## src/hw/rtl/dle_pkg.sv

```systemverilog
package dle_pkg;
  localparam int unsigned SampleW = 16;
  localparam int unsigned TapW    = 18;
  localparam int unsigned StepW   = 16;
  localparam int unsigned AccW    = 48;

  typedef enum logic [2:0] {
    ACT_PROCESS = 3'd0,
    ACT_TAP_A   = 3'd1,
    ACT_TAP_B   = 3'd2,
    ACT_STEP    = 3'd3,
    ACT_LEVEL   = 3'd4
  } action_t;

  // controller to datapath
  typedef struct packed {
    logic clear_acc;
    logic mac;
    logic slice_start;
    logic slice_step;
    logic err;
    logic upd_mul;
    logic upd_wr;
    logic out_load;
  } dle_cmd_t;

  function automatic logic signed [SampleW-1:0] sat16(input logic signed [AccW-1:0] v);
    if (v > 48'sd32767) return 16'sd32767;
    if (v < -48'sd32768) return -16'sd32768;
    return v[SampleW-1:0];
  endfunction

  function automatic logic signed [TapW-1:0] sat18(input logic signed [AccW-1:0] v);
    if (v > 48'sd131071) return 18'sd131071;
    if (v < -48'sd131072) return -18'sd131072;
    return v[TapW-1:0];
  endfunction
endpackage

```

## src/hw/rtl/dle_ctrl.sv

```systemverilog
module dle_ctrl #(
  parameter int NTAPS   = 16,
  parameter int NLEVELS = 8
) (
  input  logic clk,
  input  logic rst,
  input  logic start,          // process item accepted, warm
  input  logic [3:0] lvl_n,    // clamped level count
  input  logic out_busy,       // output register still full
  output dle_pkg::dle_cmd_t cmd,
  output logic [$clog2(NTAPS)-1:0] tap,
  output logic [$clog2(NLEVELS)-1:0] lvl,
  output logic busy
);
  import dle_pkg::*;
  localparam int TW = $clog2(NTAPS);
  localparam int LW = $clog2(NLEVELS);

  typedef enum logic [6:0] {
    S_IDLE  = 7'b0000001,
    S_MAC   = 7'b0000010,
    S_SLICE = 7'b0000100,
    S_ERR   = 7'b0001000,
    S_UMUL  = 7'b0010000,
    S_UWR   = 7'b0100000,
    S_OUT   = 7'b1000000
  } state_t;

  state_t state, state_next;
  logic [TW-1:0] tap_next;
  logic [LW-1:0] lvl_next;

  always_comb begin
    state_next = state;
    tap_next = tap;
    lvl_next = lvl;
    cmd = '0;
    case (state)
      S_IDLE: begin
        if (start) begin
          cmd.clear_acc = 1'b1;
          tap_next = '0;
          state_next = S_MAC;
        end
      end
      S_MAC: begin
        cmd.mac = 1'b1;
        tap_next = tap + 1'b1;
        if (tap == TW'(NTAPS - 1)) begin
          state_next = S_SLICE;
          lvl_next = '0;
        end
      end
      S_SLICE: begin
        if (lvl == '0) cmd.slice_start = 1'b1;
        else cmd.slice_step = 1'b1;
        lvl_next = lvl + 1'b1;
        if ({1'b0, lvl} + 5'd1 >= {1'b0, lvl_n}) state_next = S_ERR;
      end
      S_ERR: begin
        cmd.err = 1'b1;
        tap_next = '0;
        state_next = S_UMUL;
      end
      S_UMUL: begin
        cmd.upd_mul = 1'b1;
        state_next = S_UWR;
      end
      S_UWR: begin
        cmd.upd_wr = 1'b1;
        tap_next = tap + 1'b1;
        state_next = (tap == TW'(NTAPS - 1)) ? S_OUT : S_UMUL;
      end
      S_OUT: begin
        if (!out_busy) begin
          cmd.out_load = 1'b1;
          state_next = S_IDLE;
        end
      end
      default: state_next = S_IDLE;
    endcase
  end

  always_ff @(posedge clk) begin
    if (rst) begin
      state <= S_IDLE;
      tap <= '0;
      lvl <= '0;
    end else begin
      state <= state_next;
      tap <= tap_next;
      lvl <= lvl_next;
    end
  end

  assign busy = (state != S_IDLE);
endmodule

```

## config.mk

```make
export PLATFORM = sky130hd
export DESIGN_NAME = dle_ctrl
export DESIGN_NICKNAME = d
export VERILOG_FILES = /design/src/hw/rtl/dle_pkg.sv /design/src/hw/rtl/dle_ctrl.sv
export SDC_FILE = /design/constraint.sdc
export NUM_CORES = 1
export LEC_CHECK = 0
export BUFFER_PORTS_ARGS = -buffer_cell sky130_fd_sc_hd__buf_2
export CORE_ASPECT_RATIO = 1.1
export CORE_MARGIN = 2
export CORE_UTILIZATION = 35
export DETAILED_ROUTE_END_ITERATION = 7
export PLACE_DENSITY = 0.66
export SETUP_SLACK_MARGIN = 0.15
export SLEW_MARGIN = 0
export SYNTH_ARGS = -nofsm -noshare
export SYNTH_HDL_FRONTEND = slang
export SYNTH_SLANG_ARGS = --single-unit
export TNS_END_PERCENT = 30
```

## constraint.sdc

```tcl
create_clock -name clk -period 2.2 [get_ports clk]
set_input_delay 0.33 -clock clk [delete_from_list [all_inputs] [get_ports clk]]
set_output_delay 0.33 -clock clk [all_outputs]
set_load 0.02 [all_outputs]
```

* Word level (Yosys, flattened, before mapping)
Index checks and enable logic that the tools add are counted.
** Word-level totals
- Bits in registers :: 14
- Bits of input ports :: 8
- Output and inout bits :: 16
- Word-level logic and storage cells :: 48
** Cells by class
- Add/sub/neg operators :: 3
- $lt $le $gt $ge :: 1
- Eq/ne operators :: 13
- Muxes and demuxes :: 21
- Reductions and logical operators :: 7
** Operators by type and width (count)
- one-hot mux 7 bit (7 select lines) :: 1
- two-way mux 7 bit :: 5
- one-hot mux 4 bit (3 select lines) :: 1
- two-way mux 1 bit :: 10
- != test 2 bit, second input constant :: 4
- == test 7 x 1 -> 1 bit, second input constant :: 1
- == test 7 x 2 -> 1 bit, second input constant :: 1
- == test 7 x 3 -> 1 bit, second input constant :: 1
- == test 7 x 4 -> 1 bit, second input constant :: 1
- == test 7 x 5 -> 1 bit, second input constant :: 1
- == test 7 x 6 -> 1 bit, second input constant :: 1
- == test 7 bit, second input constant :: 1
- != test 7 x 1 -> 1 bit, second input constant :: 1
- one-hot mux 3 bit (2 select lines) :: 1
- adder 3 x 1 -> 4 bit, second input constant :: 1
- adder 4 x 1 -> 4 bit, second input constant :: 1
- == test 4 bit, second input constant :: 1
- greater-or-equal comparator 4 bit :: 1
- two-way mux 4 bit :: 1
- AND reduction 2 bit :: 2
- AND reduction 4 bit :: 1
- adder 3 x 1 -> 3 bit, second input constant :: 1
- zero test 3 bit :: 1
- two-way mux 3 bit :: 1
- 4 further kinds :: 4

* Depth between registers and ports, before layout
Gate-level depths: netlist of the first run.
- Word-level depth :: 4
- Depth in mapped cells :: 7
- Mapped depth without buffers :: 7

* Least setup slack after synthesis of the first run
No wires, ideal clock.
- Path type :: reg2reg
- From :: register lvl[0]
- To :: register state[1]
- Library setup time :: 0.141 ns
- Data arrival time :: 1.767 ns
- Required time :: 2.059 ns
- Setup slack :: 0.292 ns
- Stages on the path, launching flop included :: 8
- Buffers on the path :: 0
- Clock period less this slack :: 1.908 ns
- Path through :: dfxtp_1 > inv_1 > ha_1 > ha_1 > a211oi_1 > o211ai_2 > a31oi_1 > a311oi_1
** Between the ends
- Longest elaborated chain between the ends :: 4
** Ends and longest elaborated chain
- start, declared :: RTL line dle_ctrl.sv:12 : output logic [$clog2(NLEVELS)-1:0] lvl,
- start signal, assigned :: RTL line dle_ctrl.sv:92 : lvl <= lvl_next;
- adder 3 x 1 -> 4 bit :: RTL line dle_ctrl.sv:58 : if ({1'b0, lvl} + 5'd1 >= {1'b0, lvl_n}) state_next = S_ERR;
- greater-or-equal comparator 4 bit :: RTL line dle_ctrl.sv:58
- != test 2 bit (no line)
- AND reduction 4 bit (no line)
- end signal, assigned :: RTL line dle_ctrl.sv:90 : state <= state_next;
- end, declared :: RTL line dle_ctrl.sv:29 : state_t state, state_next;
Every way passes these cells.
A chain may end at the register's enable or synchronous reset.

==> out/qor.yml, run 1 <==
status:
  status: "finished, final reports clean"
power:
  p_int_uw: 415
  finalPower_uw: 588
  peakVddDrop_mv: 0.298
  power_frac_seq_pct: 46.6
  pwr-share-clk_pct: 31.6
  p_leak_uw: 0.000527
  p_sw_share_pct: 29.4
  power.density_nw_per_um2: 530
  combPwrFrac_pct: 21.8
  netSwitchingPower_uw: 173
global_route:
  grt.overflow.total: 0
  grt_max_degree: 9
  grt_pass1_vias: 790
  grt_antenna_before_repair: 0
  grt_usage_pct: 15.5
  grt_pass1_wl_mm: 3.59
clock_network:
  clkTransAtPathRegs_ns: 0.09
  clk_latency_ns: 0.28
  cts_tree: "done"
  cts_setup_buffers: 0
  htreeDepth: 1
  cts.sinks: 14
  cts_resized: 0
  numCtsBuffers: 3
  clockBufferDepth: 2
  cts-root-buf: "clkbuf_4"
  cts_hold_buf: 0
sta:
  drv_slew: 0
  finClkSkew_ns: 0.00845
  period_share_pct: 87.9
  finalSetupViolCount: 0
  worstMarginPinSlew_ns: 0.343
  period_minus_slack_ns: 1.93
  rsz0062_at_grt: "false"
  tns_ns: 0
  maxSlewHeadroom_pct: 77.0
  hold_viol_final: 0
  clock.fmax_ghz: 0.517
drt:
  antenna_left: 0
  first_pass_iters: 4
  drt_iter0_drc: 23
  drcViolationCount: 0
  vias_per_cell: 5.32
  routed_wl_mm: 2.19
  vias: 894
  wire_per_inst_um: 13.0
placement:
  dp_hpwl_mm: 1.73
  portBuffers: 23
  gp_congestion: 0.789
  dpl-instance-area_um2: 1070
  dp_cells: 164
yosys:
  async_flop_share_pct: 0
  synth_top_cells_by_area: "dfxtp_1 (30%), ha_1 (9.3%), inv_1 (5.2%)"
  synth_edf_count: 0
  synth_area_per_cell_um2: 8.33
  synth_nets: 128
  syn_area_um2: 941
  synth_top_area_share_pct: 29.8
  synthFlopType: "dfxtp_1"
  synth_warnings: 0
  ys_types: 39
  yosysSeqAreaShare_pct: 29.8
  synth-seq-cells: 14
  synth_cells: 113
  synth_top_area_cell: "dfxtp_1"
cells_and_area:
  nets: 153
  drive_gt1_share_pct: 27.7
  finalInstanceArea_um2: 1110
  instances_no_fill: 168
  diodes: 0
  areaGrowthSynthToFinish_pct: 17.8
setup_path:
  start_kind: "flop"
  startpoint: "state[3]"
  worst-endpoint-required_ns: 1.87
  r2r-start: "lvl[0]"
  end_kind: "primary output"
  critPathArrivalTime_ns: 1.60
  worst-path-max-fanout: 7
  worst-setup-path-type: "reg -> out"
die:
  die_w_um: 53.4
  die-area_um2: 3120
  placementRows: 19
  pin_count: 24
  initial_core_util_pct: 37.3
  die_h_um: 58.4
  core_area_um2: 2520
hold_path:
  hold_class: "in -> reg"
  worstHoldStart: "rst"
run:
  max-cap-violations: 0
-- routing by layer --
metal,vias up,part of all wire [%],track usage (%)
met2,24,51,26.8
li1,455,-,-
met1,413,43,18.5
met4,0,1.1,7.69
met3,2,4.9,1.78
met5,-,0,0
-- worst max-delay path: stages (launching register included) --
cell     delay, ns
dfxtp_1       0.41
nor2_1        0.27
and4_2        0.33
and3_1        0.16
buf_2         0.16
-- kinds of logic (layout without fill, tap and decap cells) --
group	after synthesis	after routing	share of synthesized area, %
AOI/OAI and AO/OA	23	23	17.7
adders and majority gates	7	7	9.31
and+or+nand+nor	47	47	30.1
muxes	1	1	1.06
xor gates and xnor gates	4	4	3.72
buffers and inverters	17	41	8.38
DFF	14	14	29.8
-- Yosys cell counts, types with 2 or more instances --
| cell | number |
|---|---|
| o22ai_1 | 2 |
| nor3_1 | 3 |
| nor3b_1 | 2 |
| inv_1 | 13 |
| dfxtp_1 | 14 |
| nand2_1 | 6 |
| o21ai_0 | 2 |
| a31oi_1 | 3 |
| ha_1 | 7 |
| buf_4 | 2 |
| and3_1 | 4 |
| nand2b_1 | 2 |
| nor2b_1 | 3 |
| xor2_1 | 3 |
| nor2_1 | 6 |
| a21oi_1 | 7 |
| nand3_1 | 9 |
| nor2_2 | 2 |
| nand4_1 | 2 |
| o21ai_1 | 2 |
-- final cells by class --
type                            instances  area (µm²)
Clock buffer                            4        36.3
Fill cell                             278        1410
Inverter                               13        48.8
Multi-Input combinational cell         82         582
Sequential cell                        14         280
Tap cell                               31        38.8
Timing Repair Buffer                   24         123
-- power by group through the flow --
stage / clock, µW / combinational, µW / sequential, µW
finish: 186 / 128 / 274
global route: 202 / 140 / 276
CTS: 193 / 128 / 274
detailed placement: 0 / 127 / 280
global placement: 0 / 125 / 279
floorplan: 0 / 93.3 / 279
-- flip-flops by register name, summed over array words and instances, names as in the netlist --
register / cells
lvl: 3
state: 7
tap: 4
-- metrics by stage --
stage	util, %	setup WS (ns)	hold WS [ns]
final	44.0	0.265	0.331
after global routing	44.0	0.164	0.326
after CTS	44.0	0.271	0.318
after detailed placement	42.6	0.352	0.484
after global placement	42.6	0.417	0.473
after floorplan	-	0.292	0.505
-- cells in the final DEF, fill, tap and decap left out, drive strengths merged, types with 3 or more instances in the layout --
cell type  synthesis  routed
a21oi              7       7
a31oi              3       3
and3               5       5
buf                3      24
clkbuf             1       4
dfxtp             14      14
ha                 7       7
inv               13      13
nand2              6       6
nand3              9       9
nor2               8       8
nor2b              3       3
nor3               4       4
o21ai              4       4
xor2               3       3
-- final timing paths --
path,to,slack [ns],cells after the start
setup / recovery,cmd[5],0.27,4
hold / removal,lvl[1],0.33,2
setup reg to reg,state[1],0.33,7
hold reg to reg,tap[1],0.50,2
Power figures use the tool's default switching activity.
==> run 2, diff against run 1 <==
--- a/config.mk
+++ b/config.mk
@@ -5,7 +5,7 @@
 export SDC_FILE = /design/constraint.sdc
 export NUM_CORES = 1
 export LEC_CHECK = 0
-export BUFFER_PORTS_ARGS = -buffer_cell sky130_fd_sc_hd__buf_2
+export BUFFER_PORTS_ARGS = -buffer_cell sky130_fd_sc_hd__buf_4
 export CORE_ASPECT_RATIO = 1.1
 export CORE_MARGIN = 2
 export CORE_UTILIZATION = 35
==> out/qor.yml, run 2 (synthesis results as in run 1) <==
global_route:
  grt_antenna_before_repair: 0
  grt_max_degree: 9
  grt_usage_pct: 15.9
  grt_pass1_vias: 890
  grt_pass1_wl_mm: 3.71
  grt.overflow.total: 0
drt:
  wire_per_inst_um: 13.4
  drcViolationCount: 0
  vias_per_cell: 5.37
  routed_wl_mm: 2.25
  vias: 896
  first_pass_iters: 4
  antenna_left: 0
  drt_iter0_drc: 11
sta:
  hold_viol_final: 0
  tns_ns: 0
  worstMarginPinSlew_ns: 0.359
  rsz0062_at_grt: "false"
  period_minus_slack_ns: 1.93
  drv_slew: 0
  clock.fmax_ghz: 0.518
  finalSetupViolCount: 0
  maxSlewHeadroom_pct: 75.9
  period_share_pct: 87.7
  finClkSkew_ns: 0.00385
clock_network:
  clkTransAtPathRegs_ns: 0.09
  cts-root-buf: "clkbuf_4"
  cts_resized: 0
  cts.sinks: 14
  htreeDepth: 1
  clk_latency_ns: 0.28
  cts_tree: "done"
  clockBufferDepth: 2
  cts_hold_buf: 0
  cts_setup_buffers: 0
  numCtsBuffers: 3
die:
  placementRows: 19
  initial_core_util_pct: 37.3
  die_w_um: 53.4
  core_area_um2: 2520
  die-area_um2: 3120
  die_h_um: 58.4
  pin_count: 24
cells_and_area:
  mostFrequentLayoutCells: "buf_4 (24), inv_1 (13), dfxtp_1 (13)"
  multi_input_comb_area_um2: 582
  diodes: 0
  regMostFlops: "state"
  nets: 153
  top_regs: "state (7), tap (4), lvl (3)"
  layout_commonest_cell: "buf_4"
  areaGrowthSynthToFinish_pct: 22.6
  drive_gt1_share_pct: 27.9
  seqCellArea_um2: 282
  nFillCells: 267
  largest_reg_flops: 7
placement:
  gp_congestion: 0.769
  portBuffers: 23
  dp_hpwl_mm: 1.78
setup_path:
  critPathArrivalTime_ns: 1.60
  end_kind: "primary output"
  worst-endpoint-required_ns: 1.87
  cp_top_family: "simple AND/OR/NAND/NOR gates"
  start_kind: "flop"
  worst-setup-path-type: "reg -> out"
  max_stage_delay_ns: 0.51
  worst-path-max-fanout: 7
  path_cells: "nor2_1 -> and4_2 -> and3_1 -> buf_4"
  r2r_end: "state[1]"
  regToRegSetupSlack_ns: 0.32
  crit_slowest_cell: "dfxtp_1"
  rr_worst_depth: 7
  r2r-start: "lvl[0]"
  worst-path-buf-inv: 1
power:
  power_frac_seq_pct: 48.7
  netSwitchingPower_uw: 174
  p_int_uw: 388
  p_sw_share_pct: 31.0
  combPwrFrac_pct: 24.9
  power.density_nw_per_um2: 487
  finalPower_uw: 562
  p_leak_uw: 0.000526
  peakVddDrop_mv: 0.303
  pwr-share-clk_pct: 26.4
status:
  status: "finished, final reports clean"
run:
  max-cap-violations: 0
hold_path:
  hold_end: "lvl[0]"
  worstHoldStart: "rst"
  hold_depth: 2
  hold_class: "in -> reg"
==> run 2: cell types whose count changed in the layout (fill, tap and decap cells not counted), sizes merged <==
cell	change
clkbuf	-1
==> run 2: stage by stage <==
stage | hold WS (ns) | setup slack, ns | util, % | instance area (µm²) | cells
after floorplan | 0.505 | 0.292 | - | 941 | 113
after global placement | 0.479 | 0.407 | 44.8 | 1130 | 164
after detailed placement | 0.487 | 0.307 | 44.8 | 1130 | 164
after CTS | 0.273 | 0.264 | 45.7 | 1150 | 167
after global routing | 0.292 | 0.178 | 45.8 | 1150 | 167
final | 0.267 | 0.271 | 45.8 | 1150 | 167
==> run 2: final cells by class <==
class	instances	area share, %
timing repair buffer	24	15.6
tap	31	3.36
inverter	13	4.23
clock buffer	3	1.95
sequential	14	24.4
multi-input combinational	82	50.4
==> run 2: worst reg2reg max path, cell delays in order, from the launching register on <==
cell and delay, ns:
dfxtp_2 0.37, inv_1 0.08, ha_1 0.32, ha_1 0.28, a211oi_1 0.27, o211ai_2 0.16
a31oi_1 0.21, a311oi_1 0.07
==> run 2: worst max-delay path by stage <==
stage          startpoint  endpoint  slack (ns)  cells after the start
3_3_place_gp       lvl[0]  state[1]        0.41                      7
2_1_floorplan      lvl[0]  state[1]        0.29                      7
6_report         state[3]    cmd[5]        0.27                      4
5_1_grt          state[3]    cmd[5]        0.18                      4
3_5_place_dp       lvl[0]  state[1]        0.31                      7
4_1_cts            lvl[0]  state[1]        0.26                      6
==> run 2: power by group through the flow <==
stage	combinational [µW]	clock [µW]	sequential [µW]
floorplan	93.3	0	279
global placement	136	0	279
detailed placement	138	0	280
CTS	140	152	274
global route	152	160	275
finish	140	149	274
==> run 2: layer usage <==
layer | global-route usage (%) | wire (µm)
met1 | 18.4 | 966
met4 | 7.69 | 34
met5 | 0 | 0
met2 | 27.5 | 1140
met3 | 2.79 | 108
